$ cat config.mk
export PLATFORM = sky130hd
export DESIGN_NAME = cppt_cell
export DESIGN_NICKNAME = d
export VERILOG_FILES = /design/src/rtl/cppt_pkg.sv /design/src/rtl/cppt_cell.sv
export SDC_FILE = /design/constraint.sdc
export NUM_CORES = 1
export LEC_CHECK = 0
export BUFFER_PORTS_ARGS = -buffer_cell sky130_fd_sc_hd__buf_4
export CORE_MARGIN = 4
export CORE_UTILIZATION = 40
export DETAILED_ROUTE_END_ITERATION = 16
export PLACE_DENSITY_LB_ADDON = 0.08
export SLEW_MARGIN = 20
export SYNTH_ARGS = -nofsm -noshare
export SYNTH_HDL_FRONTEND = slang
export SYNTH_SLANG_ARGS = --single-unit
export TNS_END_PERCENT = 100
$ cat constraint.sdc
create_clock -name clk -period 3.1 [get_ports clk]
set_input_delay 0.155 -clock clk [delete_from_list [all_inputs] [get_ports clk]]
set_output_delay 0.155 -clock clk [all_outputs]
set_load 0.02 [all_outputs]
$ cat src/rtl/cppt_pkg.sv
// Shared types and constants for the convex polygon point test block.
`default_nettype none

package cppt_pkg;

    // Coordinate width of the vertex and query fields.
    localparam int COORD_W = 16;

    // Request codes carried in req_type.
    localparam logic [1:0] REQ_CLEAR  = 2'd0;
    localparam logic [1:0] REQ_APPEND = 2'd1;
    localparam logic [1:0] REQ_QUERY  = 2'd2;

    typedef struct packed {
        logic [1:0]                 req_type;
        logic signed [COORD_W-1:0]  coord_x;
        logic signed [COORD_W-1:0]  coord_y;
    } cmd_item_t;

    typedef struct packed {
        logic inside_res;
        logic degenerate;
        logic vertices_dropped;
    } rsp_item_t;

    typedef struct packed {
        logic signed [COORD_W-1:0] x;
        logic signed [COORD_W-1:0] y;
    } vertex_t;

    // Control of the vertex cell row.
    typedef struct packed {
        logic append;
        logic rotate;
    } cell_ctl_t;

    // One edge handed to the edge evaluator.
    typedef struct packed {
        logic    issue;
        vertex_t v0;
        vertex_t v1;
        vertex_t pt;
    } edge_req_t;

    // Status returned by the edge evaluator.
    typedef struct packed {
        logic busy;
        logic result_valid;
        logic reject;
    } edge_stat_t;

endpackage

`default_nettype wire

$ cat src/rtl/cppt_cell.sv
// One vertex cell of the rotating polygon ring.
`default_nettype none

module cppt_cell #(
    parameter int INDEX = 0,
    parameter int CNT_W = 5
) (
    input  wire                  clk,
    input  cppt_pkg::cell_ctl_t  ctl,
    input  wire [CNT_W-1:0]      count,
    input  cppt_pkg::vertex_t    wr_vertex,
    input  cppt_pkg::vertex_t    head,
    input  cppt_pkg::vertex_t    nbr,
    output cppt_pkg::vertex_t    vertex
);
    import cppt_pkg::*;

    vertex_t vertex_reg;
    vertex_t vertex_next;

    always_comb
    begin
        vertex_next = vertex_reg;
        if (ctl.append && (count == CNT_W'(INDEX)))
        begin
            vertex_next = wr_vertex;
        end
        else if (ctl.rotate && (CNT_W'(INDEX) < count))
        begin
            // The last occupied cell closes the ring by taking the head vertex.
            vertex_next = (count == CNT_W'(INDEX + 1)) ? head : nbr;
        end
    end

    always_ff @(posedge clk)
    begin
        vertex_reg <= vertex_next;
    end

    assign vertex = vertex_reg;

endmodule

`default_nettype wire

==> results.md <==
- The most common cell type on the critical path is buf_4.
- For this run, the post-layout net count is 416.
- The class of the worst hold path is in -> reg.
- The detail route stage leaves a number of antenna-violating nets equal to 0.
- The number of pins with negative max-slew slack in the final report is 0.
- The achievable frequency is 544.1 MHz.
- STA classifies the critical path endpoint as a flop.
- After detailed placement, the total cell area comes to 0.002940 mm^2.
- The area growth from synthesis to layout is 49.91%.
- In this run the tightest slew margin relative to its limit is 0.6219.
- During I/O placement, the number of pins put on the boundary was about 140.
- The sequential cell area fraction in the yosys report is 0.4773.
- The number of synthesized register bits is 32.
- Setup repair after global routing left no endpoint under its margin.
- The worst-case hold path end point is vertex[7].
- The tool flagged a number of max-cap violations equal to 0.
- In this run the power spent charging and discharging nets is 0.2968 mW.
- At the end of routability-driven placement, the weighted congestion stood at 0.7381.
- The repair_antennas step left the layout with diodes totalling 0.
- Of the total power, the clock network draws 0.256.
- The flip-flop count of the largest register, all copies and words added is 32.
- The total internal power is approximately 0.85 mW.
- Along the worst path, the maximum fanout reaches 34.
- The combinational share of power is 0.274.
- In this run the vertical extent of the chip is 78.95 um.
- Synthesis handed over a netlist of ~190 instances.
- The slowest stage of the critical path is the or4_4 cell.
- VDD sags by at most between 200 and 250 uV.
- The minimum clock period is 1.838 ns.
- Of the available clock period, the critical path in the final layout requires 0.5929.
- The category of the worst setup path launch point is a primary input.
- The finished cells cover 0.003018 mm^2.
- The data arrival time at the worst-slack endpoint is 1.77 ns.
- The count of final setup violators is 0.
- The die is 78.95 um wide.
- The mapped netlist covers 0.002013 mm^2.
- The CTS tree is built.
- The Yosys step of the flow raised 0 warnings.
- Using the TritonRoute via totals, the vias-per-cell ratio works out to 5.045.
- The clock-pin transition on the worst setup and hold timing paths is around 0.060 ns.
- The total die area is between 0.006 and 0.007 mm^2.
- The buffer type at the clock tree root is clkbuf_8.
- Traced cell by cell, the critical path runs through buf_4 -> or4_4 -> or2_1 -> nand2_1 -> buf_4.
- Hold repair after CTS inserted 0 buffers.
- Once the clock tree was built, the setup fixing pass inserted 0 buffers.
- The count of H-tree levels built during CTS is 2.
- The most common cell after layout, fill and taps aside is buf_4.
- The total count of hold-check failures in the final report was 0.
- The clock passes through at most 2 buffers.
- The worst setup path category is in -> reg.
- Clock tree synthesis inserted a total of 5 buffers.
- The count of vias placed by the detailed router is 1912.
- The wire-length estimate of the detail-placed layout is 4232 um.
- The share of cells above drive strength 1 is 0.4840.
- The proportion of netlist area held by the largest area contributor is 0.4773.
- The synthesized area per cell is 10.71 um^2.
- The initial antenna violation count is 0.
- The flow ran to the end, and the final reports show no timing, DRC or antenna violations.
- The number of buffers and inverters on the critical path is 2.
- The number of sinks on the clock net is 32.
- In the final timing run, aggregate negative setup slack is 0 ns.
- The transition time at the pin with the least slew margin is 0.5671 ns.
- The number of DRC violations after detailed-routing iteration 0 is 85.
- The beginning of the worst hold path is wr_vertex[7].
- In the post-synthesis netlist, the biggest area contributors are edfxtp_1, o22a_1, a21boi_0.
- The via count of the first global-routing pass is 1900.
- The count of cells resized by post-cts repair is 0.
- The total nets after synthesis is 292.
- Before antenna repair, the detailed router went through 4 iterations.
- The overall overflow remaining after global route is 0.
- In the layout the commonest cells are buf_4, nand2_1, a21oi_1, a21boi_0, edfxtp_1.
- The synthesized netlist contains 18 unique library cells.
- The initial core utilization is 0.4207.
- Buffers placed on the I/O ports in this run total 135.
- Dividing total power by cell area gives a power density of 378.6 mW/mm^2.
- After floorplanning, the core was divided into 25 placement rows.
- After filler insertion, the fill cell instance count of the layout stands at 428.
- The worst hold path passes through 2 cells.
- The kind of cell with the highest combined delay along the critical path is simple AND/OR/NAND/NOR gates.
- The remaining routing DRC violations is 0.
- For this run, the slowest stage of the critical path takes 0.73 ns.
- Data on the critical path is required at its endpoint by about 3 ns.
- Once layout is complete, the utilization of the core stands at 0.6306.
- For this block, the routed nets add up to just over 6000 um of wire.
- The switching part of the total is 0.2597.
- In this run the standard cell core region covers 0.004786 mm^2.
- The top cell type by total area after synthesis is edfxtp_1.
- The average wire length per cell after detail routing is ~16 um.
- The fraction of power consumed by sequential logic is 0.470.
- Across every metal layer, demand over resource in global routing totals 0.1888.
- The global-route wire length before repair is approximately 9100 um.
- In this run the static leakage power is 1.294 nW.
- Entering global routing, the biggest net connects 67 pins.
cells by family (layout without fill, tap and decap cells):
logic type / Yosys count / count (layout) / share of synthesized area
AOI/OAI and AO/OA: 97 / 97 / 0.3424
DFF: 32 / 32 / 0.4773
buffers and inverters: 22 / 146 / 0.1025
and+or+nand+nor: 37 / 37 / 0.07769
final cells by class:
cell class / instances / area [um^2] / area share
repair buffers: 139 / 1044 / 0.3458
clock buffers: 6 / 72.57 / 0.02405
multi-input cells: 134 / 852.1 / 0.2823
clock inverters: 1 / 5.005 / 0.001658
flip-flops and latches: 32 / 960.9 / 0.3184
well taps: 67 / 83.83 / 0.02778
cell usage after synthesis:
cell type        number
buf_6                 2
nor4_1                1
or2b_2                1
a21oi_1              32
clkbuf_1              7
clkbuf_8              5
dlygate4sd1_1         1
o22a_1               29
o22a_2                3
or2_1                 1
clkdlybuf4s15_1       3
nand2_1              33
buf_8                 3
o21ai_0               1
clkbuf_2              1
or4_4                 1
edfxtp_1             32
a21boi_0             32
per-layer routing:
metal	up-vias	GRT usage	wire, um
met5	-	0	0
met4	0	0.04983	95
met3	9	0.07710	639
met2	92	0.3243	3083
met1	853	0.2182	2239
li1	958	-	-
power groups by stage:
stage | Combinational [mW] | Clock [mW] | Sequential, mW
floorplan | 0.0874 | 0 | 0.601
global placement | 0.312 | 0 | 0.546
detailed placement | 0.314 | 0 | 0.547
CTS | 0.315 | 0.305 | 0.538
global route | 0.335 | 0.322 | 0.541
finish | 0.313 | 0.293 | 0.537
worst max-delay path by stage:
| stage | depth (start not counted) | endpoint | slack (ns) | start |
|---|---|---|---|---|
| detailed placement | 5 | vertex[28] | 0.96 | count[4] |
| global route | 5 | vertex[4] | 1.19 | count[4] |
| floorplan | 6 | vertex[0] | 0.71 | count[4] |
| global placement | 5 | vertex[3] | 0.97 | count[4] |
| CTS | 5 | vertex[28] | 1.26 | count[4] |
| finish | 5 | vertex[4] | 1.26 | count[4] |
metrics by stage:
step                hold slack (ns)  std cells  setup slack [ns]  total power [mW]
detailed placement           0.4588        372            0.9617            0.8605
global route                 0.1628        379             1.187             1.198
floorplan                    0.3721        188            0.7100            0.6881
global placement             0.4588        372            0.9669            0.8581
finish                       0.1785        379             1.262             1.143
CTS                          0.1657        379             1.261             1.157
Power figures use the tool's default switching activity.
