==> config.mk <==
export PLATFORM = sky130hd
export DESIGN_NAME = cppt_edge
export DESIGN_NICKNAME = d
export VERILOG_FILES = /design/src/rtl/cppt_pkg.sv /design/src/rtl/cppt_edge.sv
export SDC_FILE = /design/constraint.sdc
export NUM_CORES = 2
export LEC_CHECK = 0
export BUFFER_PORTS_ARGS = -buffer_cell sky130_fd_sc_hd__clkbuf_2
export CORE_AREA = 2 2 369 371
export DETAILED_ROUTE_END_ITERATION = 8
export DIE_AREA = 0 0 371 373
export PLACE_DENSITY = 0.73
export SLEW_MARGIN = 20
export SYNTH_ARGS = -nofsm -noshare
export SYNTH_HDL_FRONTEND = slang
export SYNTH_SLANG_ARGS = --single-unit
==> constraint.sdc <==
create_clock -name clk -period 12.5 [get_ports clk]
set_input_delay 0.625 -clock clk [delete_from_list [all_inputs] [get_ports clk]]
set_output_delay 0.625 -clock clk [all_outputs]
set_load 0.03 [all_outputs]
==> src/rtl/cppt_pkg.sv <==
// Shared types and constants for the convex polygon point test block.
`default_nettype none

package cppt_pkg;

    // Coordinate width of the vertex and query fields.
    localparam int COORD_W = 16;

    // Request codes carried in req_type.
    localparam logic [1:0] REQ_CLEAR  = 2'd0;
    localparam logic [1:0] REQ_APPEND = 2'd1;
    localparam logic [1:0] REQ_QUERY  = 2'd2;

    typedef struct packed {
        logic [1:0]                 req_type;
        logic signed [COORD_W-1:0]  coord_x;
        logic signed [COORD_W-1:0]  coord_y;
    } cmd_item_t;

    typedef struct packed {
        logic inside_res;
        logic degenerate;
        logic vertices_dropped;
    } rsp_item_t;

    typedef struct packed {
        logic signed [COORD_W-1:0] x;
        logic signed [COORD_W-1:0] y;
    } vertex_t;

    // Control of the vertex cell row.
    typedef struct packed {
        logic append;
        logic rotate;
    } cell_ctl_t;

    // One edge handed to the edge evaluator.
    typedef struct packed {
        logic    issue;
        vertex_t v0;
        vertex_t v1;
        vertex_t pt;
    } edge_req_t;

    // Status returned by the edge evaluator.
    typedef struct packed {
        logic busy;
        logic result_valid;
        logic reject;
    } edge_stat_t;

endpackage

`default_nettype wire

==> src/rtl/cppt_edge.sv <==
// Three-stage pipeline that tests one polygon edge against the query point.
`default_nettype none

module cppt_edge #(
    parameter int CNT_W = 5,
    parameter int SUM_W = 20
) (
    input  wire                     clk,
    input  wire                     rst_n,
    input  cppt_pkg::edge_req_t     req,
    input  wire signed [SUM_W-1:0]  sum_x,
    input  wire signed [SUM_W-1:0]  sum_y,
    input  wire [CNT_W-1:0]         count,
    output cppt_pkg::edge_stat_t    stat
);
    import cppt_pkg::*;

    localparam int D_W = COORD_W + 1;
    localparam int C_W = SUM_W + 1;
    localparam int P_W = D_W + C_W + 1;

    logic                   v1_reg, v2_reg, v3_reg;
    logic signed [D_W-1:0]  ex_reg, ey_reg, dpx_reg, dpy_reg;
    logic signed [SUM_W-1:0] nx_reg, ny_reg;
    logic signed [P_W-1:0]  pa_reg, pb_reg, ca_reg, cb_reg;
    logic                   reject_reg;

    logic signed [SUM_W-1:0] cnt_s;
    logic signed [C_W-1:0]   dcx, dcy;
    logic signed [P_W-1:0]   dp, dc;
    logic                    dp_pos, dp_neg, dc_pos, dc_neg;
    logic                    reject_next;

    assign cnt_s = $signed(SUM_W'(count));

    always_ff @(posedge clk or negedge rst_n)
    begin
        if (!rst_n)
        begin
            v1_reg <= 1'b0;
            v2_reg <= 1'b0;
            v3_reg <= 1'b0;
        end
        else
        begin
            v1_reg <= req.issue;
            v2_reg <= v1_reg;
            v3_reg <= v2_reg;
        end
    end

    // Stage one: edge vector, point offset and count-scaled start vertex.
    always_ff @(posedge clk)
    begin
        ex_reg  <= D_W'(req.v1.x) - D_W'(req.v0.x);
        ey_reg  <= D_W'(req.v1.y) - D_W'(req.v0.y);
        dpx_reg <= D_W'(req.pt.x) - D_W'(req.v0.x);
        dpy_reg <= D_W'(req.pt.y) - D_W'(req.v0.y);
        nx_reg  <= cnt_s * SUM_W'(req.v0.x);
        ny_reg  <= cnt_s * SUM_W'(req.v0.y);
    end

    // Stage two: the four cross-product terms.
    assign dcx = C_W'(sum_x) - C_W'(nx_reg);
    assign dcy = C_W'(sum_y) - C_W'(ny_reg);

    always_ff @(posedge clk)
    begin
        pa_reg <= P_W'(ey_reg) * P_W'(dpx_reg);
        pb_reg <= P_W'(ex_reg) * P_W'(dpy_reg);
        ca_reg <= P_W'(ey_reg) * P_W'(dcx);
        cb_reg <= P_W'(ex_reg) * P_W'(dcy);
    end

    // Stage three: the point fails the edge when it lies strictly on the
    // opposite side from the centroid.
    always_comb
    begin
        dp          = pa_reg - pb_reg;
        dc          = ca_reg - cb_reg;
        dp_neg      = dp[P_W-1];
        dc_neg      = dc[P_W-1];
        dp_pos      = !dp[P_W-1] && (dp != '0);
        dc_pos      = !dc[P_W-1] && (dc != '0);
        reject_next = (dp_pos && dc_neg) || (dp_neg && dc_pos);
    end

    always_ff @(posedge clk)
    begin
        reject_reg <= reject_next;
    end

    assign stat.busy         = v1_reg | v2_reg | v3_reg;
    assign stat.result_valid = v3_reg;
    assign stat.reject       = reject_reg;

endmodule

`default_nettype wire

==> results_dict.tcl <==
set metrics [dict create \
    hpwl_um 143000 \
    multi_input_area_um2 54000 \
    synth_top_family_by_area "adder cells" \
    finalSetupViolCount 0 \
    cts_tree "yes" \
    met3_length_um 12700 \
    antenna_found_initial 13 \
    io_buffers 146 \
    wirelength_um 176000 \
    grt_pass1_wl_um 288000 \
    totalNegativeSetupSlack_ns 0 \
    cts_buffer_depth 3 \
    highest_layer "met4" \
    synth_edf_count 0 \
    critPathLaunchType "flop" \
    hold_viol_final 0 \
    clkTransAtPathRegs_ns 0.07 \
    worst_setup_path_end_kind "flop" \
    worstHoldPathType "in2reg" \
    synthCells 7511 \
    yosysWarnings 0 \
    clk_latency_ns 0.62 \
    required_ns 13.01 \
    rows 135 \
    crit_fanout 10 \
    async_flop_share_pct 1.17 \
    dieHeight_um 373 \
    core-area_um2 135000 \
    drt_iter0_drc 3322 \
    start_util_pct 49.5 \
    crit_arrival_ns 10.02 \
    seq_area_frac_synth_pct 7.71 \
    rr_endpoint "cb_reg[35]" \
    yosys.area_share.simple_pct 16.1 \
    synth_seq_cells 256 \
    register_area_um2 5140 \
    cts.sinks 256 \
    grt_max_degree 40 \
    cp_slowest_stage_delay_ns 0.54 \
    crit_type "reg2reg" \
    preCtsSetupSlack_ns 2.57 \
    worstHoldStart "req[96]" \
    cpMostUsedCell "fa_1" \
    finalInstanceArea_um2 70500 \
    cts-htree-levels 2 \
    cts-root-buf "clkbuf_16" \
    cpMaxStageDelayCell "fa_1" \
    detail-route-antenna-nets 0 \
    firstDrtPassIters 8 \
    wire_per_inst_um 19.0 \
    synthFlopType "dfxtp_1" \
    worst-r2r-cell-count 35 \
    fin_worst_skew_ns 0.0441 \
    synth_xor_area_share_pct 3.48 \
    drc 0 \
    fillers 12200 \
    avgSynthCellArea_um2 8.87 \
    viasPerCell 5.37 \
    yosys.cell_types.count 94 \
    period_minus_slack_ns 9.51 \
    post-route-util_pct 52.4 \
    ctsResizeCount 0 \
    syn-cell-area_um2 66600 \
    crit_path_end "cb_reg[35]" \
    syn_nets 9663 \
    numCtsBuffers 37 \
    maxCapViolations 0 \
    syn2layout_area_growth_pct 5.81 \
    gp_congestion 0.928 \
    grt-ovfl-total 0 \
    final_max_slew_viol_count 0 \
    ff2ff_setup_slack_ns 2.99 \
    rsz0062_at_grt "no" \
    final_nets 9638 \
    maxSlewHeadroom_pct 29.2 \
    grt_pass1_vias 53700 \
    finalCritPeriodShare_pct 76.1 \
    route.met2.wl_um 85100 \
    muxShareOfSynthArea_pct 0.270 \
    pin_count 147 \
    post-cts-setup-buffers 0 \
    fmax_ghz 0.105 \
    num_vias 50000 \
    r2r_start "ny_reg[0]" \
    gr-usage-all-layers_pct 26.5 \
    worst_pin_slew_ns 1.06 \
    setup.worst_path.start "ny_reg[0]" \
    drive_above_1_share_pct 4.48 \
    setup_ws_ns 2.99 \
    met1_length_um 71200 \
    synthAdderAreaFrac_pct 53.5 \
    dpl_cell_area_um2 69100 \
    floorplan.die_area_um2 138000 \
    die_w_um 371 \
    outcome "finished, final reports clean" \
    synth_compound_area_share_pct 7.51 \
]
-- cell usage after synthesis (all sizes together) (7+ instances only) --
master / count / area (um^2)
a21boi: 38 / 285
fa: 1405 / 28100
or2: 13 / 81.3
nor2: 259 / 972
a2111oi: 12 / 105
a41oi: 7 / 61.3
o21bai: 29 / 218
o211ai: 17 / 128
nand4: 21 / 131
o2111ai: 15 / 131
o21a: 44 / 330
a211oi: 24 / 180
nand2: 914 / 3430
a311oi: 9 / 78.8
clkbuf: 267 / 1000
and2: 599 / 3750
a21oi: 213 / 1090
dfxtp: 253 / 5060
mux2i: 9 / 90.1
xnor2: 214 / 1870
nor3b: 8 / 60.1
or3: 19 / 124
nor3: 61 / 305
nor4: 9 / 56.3
a21o: 71 / 533
and3: 29 / 181
o31ai: 17 / 138
nand3: 57 / 285
o22ai: 11 / 68.8
inv: 1732 / 6500
ha: 603 / 7540
nor2b: 99 / 619
nand2b: 82 / 513
o41ai: 7 / 68.8
buf: 13 / 68.8
xor2: 51 / 447
mux2: 8 / 90.1
a31oi: 23 / 159
a31o: 7 / 61.3
a211o: 13 / 114
o21ai: 149 / 749
-- cells by family after synthesis --
| kind of cell | count (synthesis) |
|---|---|
| AOI/OAI and AO/OA | 757 |
| adders and majority gates | 2008 |
| xor gates and xnor gates | 265 |
| muxes | 17 |
| buffers and inverters | 2013 |
| and+or+nand+nor | 2195 |
| DFF | 256 |
-- cells in the final DEF, fill, tap and decap left out, types with 15 or more instances in the layout --
cell type,n
o21ai_1,26
clkbuf_2,146
nand3_1,57
inv_1,1730
and2_1,599
o21bai_1,29
nand2_1,913
nor2_1,256
clkbuf_16,38
xor2_1,50
o2111ai_1,15
a31oi_1,22
and3_1,29
o21a_1,44
nand4_1,21
nand2b_1,82
dfxtp_1,251
nor3_1,61
nor2b_1,99
a21oi_1,208
a21boi_0,27
o31ai_1,15
xnor2_1,208
ha_1,603
a21o_1,71
fa_1,1405
o21ai_0,122
or3_1,18
buf_4,69
o211ai_1,17
a211oi_1,24
-- per-stage QoR --
stage	hold slack, ns	instances
after floorplan	0.329	7511
after global placement	0.359	9227
after detailed placement	0.358	9227
after CTS	0.115	9296
after global routing	0.130	9299
final	0.147	9300
-- worst max-delay path: cells and delay by family, from the launching register on --
family,cells,cell delay (ns)
and+or+nand+nor,4,0.37
xor gates and xnor gates,2,0.63
DFF,1,0.31
AOI/OAI and AO/OA,16,3.76
adders and majority gates,9,3.91
buffers and inverters,4,0.44
-- how the worst min path moves through the flow --
stage | end | slack [ns] | cells past startpoint
after floorplan | v1_reg | 0.33 | 0
after global placement | v3_reg | 0.36 | 0
after detailed placement | v2_reg | 0.36 | 0
after CTS | v1_reg | 0.11 | 1
after global routing | v1_reg | 0.13 | 1
final | v1_reg | 0.15 | 1
-- metal layers --
layer	vias to the layer above	global-route usage (%)
met3	329	4.22
met4	0	9.59
met5	-	0
li1	22600	-
met1	25400	34.7
met2	1687	44.3
-- final cells by class --
| cell class | instances | share of cell area (%) |
|---|---|---|
| inverters | 1733 | 9.23 |
| multi-input cells | 5242 | 76.6 |
| well taps | 1781 | 3.16 |
| clock inverters | 26 | 0.575 |
| diodes | 4 | 0.0142 |
| repair buffers | 216 | 1.79 |
| flip-flops and latches | 256 | 7.29 |
| clock buffers | 42 | 1.38 |
-- repair_timing --
| action | 4_1_cts | 5_1_grt |
|---|---|---|
| endpoints found under the setup margin | 0 | 0 |
| hold buffers | 1 | 0 |
| hold endpoints to repair | 3 | 0 |
Power is left out: the tool's default activity adds up to more than one toggle a clock period on the data nets, which glitch-free logic cannot reach.
